`config.mk`:
```
export PLATFORM = sky130hd
export DESIGN_NAME = sequence_convolution_unit
export DESIGN_NICKNAME = d
export VERILOG_FILES = /design/src/rtl/seqconv_pkg.sv /design/src/rtl/seqconv_ram.sv /design/src/rtl/seqconv_queue.sv /design/src/rtl/seqconv_front.sv /design/src/rtl/seqconv_back.sv /design/src/rtl/sequence_convolution_unit.sv
export SDC_FILE = /design/constraint.sdc
export NUM_CORES = 2
export LEC_CHECK = 0
export ABC_AREA = 1
export BUFFER_PORTS_ARGS = -buffer_cell sky130_fd_sc_hd__clkbuf_2
export CAP_MARGIN = 10
export CORE_AREA = 3 3 450 452
export DETAILED_ROUTE_END_ITERATION = 6
export DIE_AREA = 0 0 453 455
export GPL_TIMING_DRIVEN = 0
export PLACE_DENSITY = 0.67
export SYNTH_ARGS = -nofsm -noshare
export SYNTH_HDL_FRONTEND = slang
export SYNTH_SLANG_ARGS = --single-unit
```
`constraint.sdc`:
```
create_clock -name clk_i -period 7 [get_ports clk_i]
set_input_delay 1.4 -clock clk_i [delete_from_list [all_inputs] [get_ports clk_i]]
set_output_delay 1.4 -clock clk_i [all_outputs]
set_load 0.02 [all_outputs]
```
`src/rtl/seqconv_pkg.sv`:
```
// Shared types and constants for the sequence convolution unit.
`timescale 1ns / 1ps
package seqconv_pkg;

  // Fixed field widths
  localparam int FUNC_W  = 2;
  localparam int ACC_W   = 37;
  localparam int INDEX_W = 6;
  localparam int CNT_W   = 6;   // holds a count up to the largest sequence length
  localparam int OUT_W   = 48;  // result_value and result_index, padded to bytes
  localparam int USER_W  = 2;
  localparam int Q_DEPTH = 2;   // run requests in flight: queued plus active

  typedef enum logic [FUNC_W-1:0] {
    FUNC_APPEND_A = 2'd0,
    FUNC_APPEND_B = 2'd1,
    FUNC_RUN      = 2'd2
  } func_e;

  typedef enum logic [1:0] {
    ST_IDLE,
    ST_ISSUE,
    ST_WAIT,
    ST_EMIT
  } back_state_e;

  // One run request handed from front to back
  typedef struct packed {
    logic [CNT_W-1:0] len_a;
    logic [CNT_W-1:0] len_b;
    logic             ovf;
    logic             bank;
  } cmd_t;

endpackage

```
`src/rtl/seqconv_ram.sv`:
```
// Generic single-write, single-read RAM with registered read data.
`timescale 1ns / 1ps
module seqconv_ram #(
  parameter int WIDTH = 16,
  parameter int DEPTH = 64
) (
  input  logic                     clk_i,
  input  logic                     we_i,
  input  logic [$clog2(DEPTH)-1:0] waddr_i,
  input  logic [WIDTH-1:0]         wdata_i,
  input  logic [$clog2(DEPTH)-1:0] raddr_i,
  output logic [WIDTH-1:0]         rdata_o
);

  logic [WIDTH-1:0] mem [DEPTH];
  logic [WIDTH-1:0] rdata_q;

  always_ff @(posedge clk_i) begin
    if (we_i) begin
      mem[waddr_i] <= wdata_i;
    end
    rdata_q <= mem[raddr_i];
  end

  assign rdata_o = rdata_q;

endmodule

```
`src/rtl/seqconv_queue.sv`:
```
// Two-entry queue of run requests between front and back.
`timescale 1ns / 1ps
module seqconv_queue
  import seqconv_pkg::*;
(
  input  logic clk_i,
  input  logic rst_ni,
  input  logic push_i,
  input  cmd_t data_i,
  input  logic pop_i,
  output logic valid_o,
  output cmd_t data_o
);

  cmd_t       entry_q [Q_DEPTH];
  logic       wptr_q, wptr_d;
  logic       rptr_q, rptr_d;
  logic [1:0] cnt_q, cnt_d;

  // Pointer and fill bookkeeping
  always_comb begin
    wptr_d = wptr_q ^ push_i;
    rptr_d = rptr_q ^ pop_i;
    cnt_d  = cnt_q + {1'b0, push_i} - {1'b0, pop_i};
  end

  always_ff @(posedge clk_i or negedge rst_ni) begin
    if (!rst_ni) begin
      wptr_q <= 1'b0;
      rptr_q <= 1'b0;
      cnt_q  <= '0;
    end else begin
      wptr_q <= wptr_d;
      rptr_q <= rptr_d;
      cnt_q  <= cnt_d;
    end
  end

  // Storage
  always_ff @(posedge clk_i) begin
    if (push_i) begin
      entry_q[wptr_q] <= data_i;
    end
  end

  assign valid_o = (cnt_q != 2'd0);
  assign data_o  = entry_q[rptr_q];

endmodule

```
`src/rtl/seqconv_front.sv`:
```
// Front end: accepts requests, appends samples to the stores, queues runs.
`timescale 1ns / 1ps
module seqconv_front
  import seqconv_pkg::*;
#(
  parameter int MAX_LEN     = 32,
  parameter int SAMPLE_BITS = 16,
  parameter int IN_W        = 24,
  parameter int LW          = 5
) (
  input  logic                   clk_i,
  input  logic                   rst_ni,
  input  logic                   s_axis_tvalid,
  output logic                   s_axis_tready,
  input  logic [IN_W-1:0]        s_axis_tdata,
  output logic                   wr_a_o,
  output logic                   wr_b_o,
  output logic [LW:0]            waddr_o,
  output logic [SAMPLE_BITS-1:0] wdata_o,
  output logic                   push_o,
  output cmd_t                   cmd_o,
  input  logic                   done_i
);

  logic [CNT_W-1:0] len_a_q, len_a_d;
  logic [CNT_W-1:0] len_b_q, len_b_d;
  logic             ovf_q, ovf_d;
  logic             bank_q, bank_d;
  logic [1:0]       busy_q, busy_d;   // runs queued or in progress
  logic             take;
  func_e            func;

  // With two runs in flight both banks are held, so stall the input
  assign s_axis_tready = (busy_q < 2'(Q_DEPTH));
  assign take          = s_axis_tvalid && s_axis_tready;
  assign func          = func_e'(s_axis_tdata[FUNC_W-1:0]);
  assign wdata_o       = s_axis_tdata[FUNC_W +: SAMPLE_BITS];

  // Request decode
  always_comb begin
    len_a_d = len_a_q;
    len_b_d = len_b_q;
    ovf_d   = ovf_q;
    bank_d  = bank_q;
    wr_a_o  = 1'b0;
    wr_b_o  = 1'b0;
    push_o  = 1'b0;
    waddr_o = {bank_q, len_a_q[LW-1:0]};
    cmd_o   = '{len_a: len_a_q, len_b: len_b_q, ovf: ovf_q, bank: bank_q};
    if (take) begin
      case (func)
        FUNC_APPEND_A: begin
          if (len_a_q < CNT_W'(MAX_LEN)) begin
            wr_a_o  = 1'b1;
            len_a_d = len_a_q + 1'b1;
          end else begin
            ovf_d = 1'b1;
          end
        end
        FUNC_APPEND_B: begin
          waddr_o = {bank_q, len_b_q[LW-1:0]};
          if (len_b_q < CNT_W'(MAX_LEN)) begin
            wr_b_o  = 1'b1;
            len_b_d = len_b_q + 1'b1;
          end else begin
            ovf_d = 1'b1;
          end
        end
        FUNC_RUN: begin
          push_o  = 1'b1;
          len_a_d = '0;
          len_b_d = '0;
          ovf_d   = 1'b0;
          bank_d  = ~bank_q;
        end
        default: begin
        end
      endcase
    end
    busy_d = busy_q + {1'b0, push_o} - {1'b0, done_i};
  end

  always_ff @(posedge clk_i or negedge rst_ni) begin
    if (!rst_ni) begin
      len_a_q <= '0;
      len_b_q <= '0;
      ovf_q   <= 1'b0;
      bank_q  <= 1'b0;
      busy_q  <= '0;
    end else begin
      len_a_q <= len_a_d;
      len_b_q <= len_b_d;
      ovf_q   <= ovf_d;
      bank_q  <= bank_d;
      busy_q  <= busy_d;
    end
  end

endmodule

```
`src/rtl/seqconv_back.sv`:
```
// Back end: multiply-accumulate sequencer that produces one result per index.
`timescale 1ns / 1ps
module seqconv_back
  import seqconv_pkg::*;
#(
  parameter int SAMPLE_BITS = 16,
  parameter int LW          = 5
) (
  input  logic                   clk_i,
  input  logic                   rst_ni,
  input  logic                   cmd_valid_i,
  input  cmd_t                   cmd_i,
  output logic                   pop_o,
  output logic                   done_o,
  output logic [LW:0]            raddr_a_o,
  output logic [LW:0]            raddr_b_o,
  input  logic [SAMPLE_BITS-1:0] rdata_a_i,
  input  logic [SAMPLE_BITS-1:0] rdata_b_i,
  output logic                   m_axis_tvalid,
  input  logic                   m_axis_tready,
  output logic [OUT_W-1:0]       m_axis_tdata,
  output logic                   m_axis_tlast,
  output logic [USER_W-1:0]      m_axis_tuser
);

  localparam int PW = 2 * SAMPLE_BITS;
  localparam int MW = (PW > ACC_W) ? PW : ACC_W;

  back_state_e         state_q, state_d;
  cmd_t                cmd_q, cmd_d;
  logic [INDEX_W-1:0]  k_q, k_d;
  logic [INDEX_W-1:0]  j_q, j_d;
  logic [INDEX_W-1:0]  jhi_q, jhi_d;
  logic [INDEX_W-1:0]  tot_q, tot_d;     // index of the final result
  logic                emp_q, emp_d;
  logic [ACC_W-1:0]    acc_q, acc_d;

  // Read / multiply pipeline
  logic                rv_q, rv_d, rlast_q, rlast_d;
  logic                pv_q, plast_q;
  logic signed [PW-1:0] prod_q;
  logic signed [MW-1:0] prod_ext;

  // Result register
  logic                ov_q, ov_d;
  logic [ACC_W-1:0]    oval_q, oval_d;
  logic [INDEX_W-1:0]  oidx_q, oidx_d;
  logic                olast_q, olast_d, oovf_q, oovf_d, oemp_q, oemp_d;

  logic [INDEX_W-1:0]  k_next, i_idx, jlo_next, jhi_next;
  logic [INDEX_W:0]    tot_full;
  logic                out_free, is_last;

  assign prod_ext = MW'(prod_q);
  assign i_idx    = k_q - j_q;
  assign raddr_a_o = {cmd_q.bank, j_q[LW-1:0]};
  assign raddr_b_o = {cmd_q.bank, i_idx[LW-1:0]};

  // Term range for the following output index
  always_comb begin
    k_next   = k_q + 1'b1;
    jlo_next = (k_next >= cmd_q.len_b) ? (k_next - cmd_q.len_b + 1'b1) : '0;
    jhi_next = (k_next < cmd_q.len_a) ? k_next : (cmd_q.len_a - 1'b1);
    tot_full = {1'b0, cmd_i.len_a} + {1'b0, cmd_i.len_b} - 7'd2;
  end

  assign out_free = !ov_q || m_axis_tready;
  assign is_last  = emp_q || (k_q == tot_q);

  // Sequencer
  always_comb begin
    state_d = state_q;
    cmd_d   = cmd_q;
    k_d     = k_q;
    j_d     = j_q;
    jhi_d   = jhi_q;
    tot_d   = tot_q;
    emp_d   = emp_q;
    acc_d   = acc_q;
    rv_d    = 1'b0;
    rlast_d = (j_q == jhi_q);
    pop_o   = 1'b0;
    done_o  = 1'b0;
    ov_d    = ov_q && !m_axis_tready;
    oval_d  = oval_q;
    oidx_d  = oidx_q;
    olast_d = olast_q;
    oovf_d  = oovf_q;
    oemp_d  = oemp_q;
    if (pv_q) begin
      acc_d = acc_q + prod_ext[ACC_W-1:0];
    end
    case (state_q)
      ST_IDLE: begin
        if (cmd_valid_i) begin
          pop_o = 1'b1;
          cmd_d = cmd_i;
          k_d   = '0;
          j_d   = '0;
          jhi_d = '0;
          acc_d = '0;
          tot_d = tot_full[INDEX_W-1:0];
          if (cmd_i.len_a == '0 || cmd_i.len_b == '0) begin
            emp_d   = 1'b1;
            state_d = ST_EMIT;
          end else begin
            emp_d   = 1'b0;
            state_d = ST_ISSUE;
          end
        end
      end
      ST_ISSUE: begin
        rv_d = 1'b1;
        j_d  = j_q + 1'b1;
        if (j_q == jhi_q) begin
          state_d = ST_WAIT;
        end
      end
      ST_WAIT: begin
        if (pv_q && plast_q) begin
          state_d = ST_EMIT;
        end
      end
      ST_EMIT: begin
        if (out_free) begin
          ov_d    = 1'b1;
          oval_d  = acc_q;
          oidx_d  = k_q;
          olast_d = is_last;
          oovf_d  = cmd_q.ovf;
          oemp_d  = emp_q;
          acc_d   = '0;
          if (is_last) begin
            done_o  = 1'b1;
            state_d = ST_IDLE;
          end else begin
            k_d     = k_next;
            j_d     = jlo_next;
            jhi_d   = jhi_next;
            state_d = ST_ISSUE;
          end
        end
      end
      default: begin
        state_d = ST_IDLE;
      end
    endcase
  end

  always_ff @(posedge clk_i or negedge rst_ni) begin
    if (!rst_ni) begin
      state_q <= ST_IDLE;
      rv_q    <= 1'b0;
      pv_q    <= 1'b0;
      ov_q    <= 1'b0;
    end else begin
      state_q <= state_d;
      rv_q    <= rv_d;
      pv_q    <= rv_q;
      ov_q    <= ov_d;
    end
  end

  // Datapath registers
  always_ff @(posedge clk_i) begin
    cmd_q   <= cmd_d;
    k_q     <= k_d;
    j_q     <= j_d;
    jhi_q   <= jhi_d;
    tot_q   <= tot_d;
    emp_q   <= emp_d;
    acc_q   <= acc_d;
    rlast_q <= rlast_d;
    plast_q <= rlast_q;
    prod_q  <= $signed(rdata_a_i) * $signed(rdata_b_i);
    oval_q  <= oval_d;
    oidx_q  <= oidx_d;
    olast_q <= olast_d;
    oovf_q  <= oovf_d;
    oemp_q  <= oemp_d;
  end

  assign m_axis_tvalid = ov_q;
  assign m_axis_tdata  = {{(OUT_W - ACC_W - INDEX_W){1'b0}}, oidx_q, oval_q};
  assign m_axis_tlast  = olast_q;
  assign m_axis_tuser  = {oemp_q, oovf_q};

endmodule

```
`src/rtl/sequence_convolution_unit.sv`:
```
// Sequence convolution unit: top level joining front, queue, stores and back.
// Append requests are taken one per cycle while fewer than two runs are in flight.
// A run of nonzero lengths la, lb gives la+lb-1 results; for result k the sequencer
// reads one product term per step, waits for the last product, then emits the result.
// An empty run (either length zero) gives a single result, flagged empty.
// Reset clears counts, dropped flag, queue and sequencer; stores stay unwritten.
`timescale 1ns / 1ps
module sequence_convolution_unit
  import seqconv_pkg::*;
#(
  parameter int MAX_LEN     = 32,
  parameter int SAMPLE_BITS = 16
) (
  input  logic                clk_i,
  input  logic                rst_ni,
  input  logic                s_axis_tvalid,
  output logic                s_axis_tready,
  // [1:0] func, [SAMPLE_BITS+1:2] sample, zero padded
  input  logic [((FUNC_W+SAMPLE_BITS+7)/8)*8-1:0] s_axis_tdata,
  output logic                m_axis_tvalid,
  input  logic                m_axis_tready,
  // [36:0] result_value, [42:37] result_index, [47:43] zero
  output logic [OUT_W-1:0]    m_axis_tdata,
  output logic                m_axis_tlast,
  // [0] overflow, [1] empty_input
  output logic [USER_W-1:0]   m_axis_tuser
);

  localparam int IN_W = ((FUNC_W + SAMPLE_BITS + 7) / 8) * 8;
  localparam int LW   = (MAX_LEN > 1) ? $clog2(MAX_LEN) : 1;
  localparam int RAM_DEPTH = 2 ** (LW + 1);   // two banks

  logic                   wr_a, wr_b, push, pop, done, cmd_valid;
  logic [LW:0]            waddr, raddr_a, raddr_b;
  logic [SAMPLE_BITS-1:0] wdata, rdata_a, rdata_b;
  cmd_t                   cmd_push, cmd_head;

  seqconv_front #(
    .MAX_LEN    (MAX_LEN),
    .SAMPLE_BITS(SAMPLE_BITS),
    .IN_W       (IN_W),
    .LW         (LW)
  ) u_front (
    .clk_i        (clk_i),
    .rst_ni       (rst_ni),
    .s_axis_tvalid(s_axis_tvalid),
    .s_axis_tready(s_axis_tready),
    .s_axis_tdata (s_axis_tdata),
    .wr_a_o       (wr_a),
    .wr_b_o       (wr_b),
    .waddr_o      (waddr),
    .wdata_o      (wdata),
    .push_o       (push),
    .cmd_o        (cmd_push),
    .done_i       (done)
  );

  seqconv_queue u_queue (
    .clk_i  (clk_i),
    .rst_ni (rst_ni),
    .push_i (push),
    .data_i (cmd_push),
    .pop_i  (pop),
    .valid_o(cmd_valid),
    .data_o (cmd_head)
  );

  seqconv_ram #(
    .WIDTH(SAMPLE_BITS),
    .DEPTH(RAM_DEPTH)
  ) u_store_a (
    .clk_i  (clk_i),
    .we_i   (wr_a),
    .waddr_i(waddr),
    .wdata_i(wdata),
    .raddr_i(raddr_a),
    .rdata_o(rdata_a)
  );

  seqconv_ram #(
    .WIDTH(SAMPLE_BITS),
    .DEPTH(RAM_DEPTH)
  ) u_store_b (
    .clk_i  (clk_i),
    .we_i   (wr_b),
    .waddr_i(waddr),
    .wdata_i(wdata),
    .raddr_i(raddr_b),
    .rdata_o(rdata_b)
  );

  seqconv_back #(
    .SAMPLE_BITS(SAMPLE_BITS),
    .LW         (LW)
  ) u_back (
    .clk_i        (clk_i),
    .rst_ni       (rst_ni),
    .cmd_valid_i  (cmd_valid),
    .cmd_i        (cmd_head),
    .pop_o        (pop),
    .done_o       (done),
    .raddr_a_o    (raddr_a),
    .raddr_b_o    (raddr_b),
    .rdata_a_i    (rdata_a),
    .rdata_b_i    (rdata_b),
    .m_axis_tvalid(m_axis_tvalid),
    .m_axis_tready(m_axis_tready),
    .m_axis_tdata (m_axis_tdata),
    .m_axis_tlast (m_axis_tlast),
    .m_axis_tuser (m_axis_tuser)
  );

endmodule

```
==> flow_metrics.tcl <==
set metrics [dict create \
    outcome "complete, no violations" \
    drt-initial-drc-count 10520 \
    yosysUniqueCellTypes 47 \
    setup_viol 0 \
    hpwl_microns 243000 \
    grt_overflow 0 \
    maxCapViolCount 0 \
    grt_pass1_wl_microns 483000 \
    finalClockSkew_ns 0.0631 \
    final_common_cell "edfxtp_1" \
    grt_pass1_vias 69204 \
    slew_headroom_pct 18.5 \
    gp_congestion 1.02 \
    first_pass_iters 7 \
    cts_buffers 225 \
    ys_ff_latch 2289 \
    synthCells 8766 \
    wl_met2_microns 152000 \
    tightestPinTransition_ns 1.21 \
    die_h_microns 455 \
    ir_drop_mv 0.297 \
    clock-root-buffer "clkbuf_16" \
    layout_common_cells "edfxtp_1 (2161), nor2_1 (1161), nand2_1 (1133), o21ai_0 (890), inv_1 (690)" \
    dp_slack_ns 0.156 \
    place_area_sq_um 110000 \
    startpoint_type "register" \
    rsz0062_at_grt "true" \
    maxSlewViolCount 0 \
    yosys-top-cells-area "edfxtp_1 (63%), fa_1 (5.2%), nor2_1 (4.7%)" \
    async_flop_share_pct 1.09 \
    hold_class "reg -> reg" \
    clkSinkCount 2289 \
    drc 0 \
    synth_warnings 0 \
    htreeDepth 4 \
    num_rows 164 \
    path_class "reg -> reg" \
    area_delta_synth_final_pct 13.3 \
    final_cell_area_sq_um 117000 \
    endpoint_kind "register" \
    route.vias.total 72459 \
    pwr-share-clk_pct 40.2 \
    nets 9639 \
    power_switching_mw 7.18 \
    synth.avg_cell_area_sq_um 11.8 \
    synth_edf_count 2161 \
    synth_top_cell_by_area "edfxtp_1" \
    switching_share_pct 24.1 \
    synthFlopType "edfxtp_1" \
    power.density_nw_per_um2 254 \
    vias_per_cell 6.02 \
    intPower_mw 22.6 \
    wl_per_cell_microns 28.4 \
    netlist_area_sq_um 103000 \
    ctsLongestPathBuffers 3 \
    worst_ep_required_time_ns 7.71 \
    combPwrFrac_pct 8.4 \
    grt_usage_pct 32.7 \
    highest_layer "met5" \
    die-area_sq_um 206000 \
    p_leak_nw 43.0 \
    p_seq_share_pct 51.4 \
    port_buffers 69 \
    fin_crit_sh_pct 96.4 \
    antenna_found_initial 13 \
    routed_wl_microns 342000 \
    cts_tree "done" \
    drive_gt1_share_pct 9.41 \
    clkTransAtPathRegs_ns 0.06 \
    timing.setup.tns_ns 0 \
    cp_max_fo 10 \
    pin_count 81 \
    max_freq_mhz 148 \
    clock_latency_ns 0.89 \
    setup_slack_ns 0.255 \
    synth_seq_area_share_pct 65.4 \
    ant_nets 0 \
    synth_top_area_share_pct 62.8 \
    die_x_microns 453 \
    route.met3.wl_microns 38200 \
    coreArea_sq_um 199000 \
    post-route-min-period_ns 6.75 \
    routedLengthMet1_microns 130000 \
    grt_max_degree 120 \
    initial_core_util_pct 51.9 \
    hold_buffers 0 \
    cp_data_arrival_time_ns 7.45 \
    hold_violations 0 \
]
## registers in the layout, summed over array words and instances (netlist names), 13 cells and up
register,cells
u_back.prod_q,32
u_store_a.mem,1024
u_store_b.rdata_o,16
u_back.cmd_q,13
u_back.oval_q,37
u_store_a.rdata_o,16
u_store_b.mem,1024
u_queue.entry_q,28
u_back.acc_q,37
## through the flow
| step | power, mW | hold WS [ns] | std cells | utilization [%] |
|---|---|---|---|---|
| after CTS | 29.8 | 0.342 | 12024 | 58.8 |
| after floorplan | 17.0 | 0.310 | 8770 | - |
| final | 29.8 | 0.334 | 12031 | 58.8 |
| after detailed placement | 18.1 | 0.329 | 11613 | 55.1 |
| after global placement | 18.0 | 0.310 | 11495 | 53.7 |
| after global routing | 30.6 | 0.359 | 12022 | 58.8 |
## repair_timing
item / in CTS / in global routing
resized for setup: 0 / 12
buffers inserted: 0 / 0
endpoints found under the setup margin: 0 / 6
## per-layer routing
| metal | vias to the layer above | track usage (%) |
|---|---|---|
| met1 | 35642 | 44.3 |
| li1 | 31509 | - |
| met2 | 4471 | 49.7 |
| met3 | 835 | 7.48 |
| met4 | 2 | 17.2 |
| met5 | - | 0 |
## critical path, stage by stage, from the launching register on
cell      delay, ns
dfxtp_1        0.31
clkbuf_1       0.57
clkbuf_2       0.42
nand2_1        0.14
fa_1           0.53
fa_1           0.52
fa_1           0.51
inv_1          0.05
fa_1           0.50
fa_1           0.52
inv_1          0.05
fa_1           0.49
inv_1          0.05
ha_1           0.44
nand2_1        0.15
nor2_1         0.20
nand3_1        0.10
nand3_1        0.20
nand2_1        0.07
nand2_1        0.15
nand2_1        0.07
inv_1          0.05
nor2_1         0.05
xnor2_1        0.38
## path summary, 6_finish.rpt
| kind | start | to | slack (ns) | depth (start not counted) |
|---|---|---|---|---|
| setup / recovery | u_store_a.rdata_o[11] | u_back.prod_q[31] | 0.25 | 23 |
| hold / removal | u_back.rlast_q | u_back.plast_q | 0.33 | 0 |
| setup reg to reg | u_store_a.rdata_o[11] | u_back.prod_q[31] | 0.25 | 23 |
| hold reg to reg | u_back.rlast_q | u_back.plast_q | 0.33 | 0 |
| max in group asynchronous | rst_ni | u_front.len_b_q[0] | 5.94 | 1 |
| min in group asynchronous | rst_ni | u_queue.cnt_q[0] | 0.56 | 1 |
## power by group through the flow
stage | logic [mW] | clock network (mW) | registers (mW)
6_report | 2.50 | 12.0 | 15.3
5_1_grt | 2.73 | 12.6 | 15.3
4_1_cts | 2.50 | 12.0 | 15.3
3_5_place_dp | 2.49 | 0 | 15.6
3_3_place_gp | 2.39 | 0 | 15.6
2_1_floorplan | 1.43 | 0 | 15.5
## synthesized netlist by cell type, types with 19 or more instances
master / number
a21oi_1: 368
buf_1: 39
buf_2: 136
buf_4: 34
clkbuf_1: 281
dfrtp_1: 25
dfxtp_1: 103
edfxtp_1: 2161
fa_1: 268
ha_1: 163
inv_1: 690
mux2i_1: 128
nand2_1: 1133
nand3_1: 290
nand4_1: 19
nor2_1: 1288
nor3_1: 40
o211ai_1: 338
o21ai_0: 890
o21ai_1: 31
o22ai_1: 112
o31ai_1: 33
or2_2: 23
xnor2_1: 25
xor2_1: 46
## cell families (layout without fill, tap and decap cells)
| family | Yosys count | after routing | synth area share [%] |
|---|---|---|---|
| compound gates | 1826 | 1826 | 10.0 |
| xor+xnor | 72 | 72 | 0.617 |
| fa+ha+maj | 431 | 431 | 7.16 |
| buf+inv | 1208 | 1802 | 4.81 |
| flops | 2289 | 2289 | 65.4 |
| mux | 132 | 132 | 1.28 |
| other cells | 1 | 16 | 0.00363 |
| simple gates | 2807 | 2807 | 10.7 |
## final cells by class
cell class / count / area, sq um
Tap cell: 2656 / 3320
Clock inverter: 130 / 1240
Sequential cell: 2289 / 67600
Buffer: 504 / 2330
Clock buffer: 281 / 6010
Inverter: 700 / 2630
Fill cell: 15953 / 82100
Antenna cell: 11 / 27.5
Timing Repair Buffer: 187 / 2720
Multi-Input combinational cell: 5273 / 31300
Note: power is estimated with default switching activity, not from simulation.
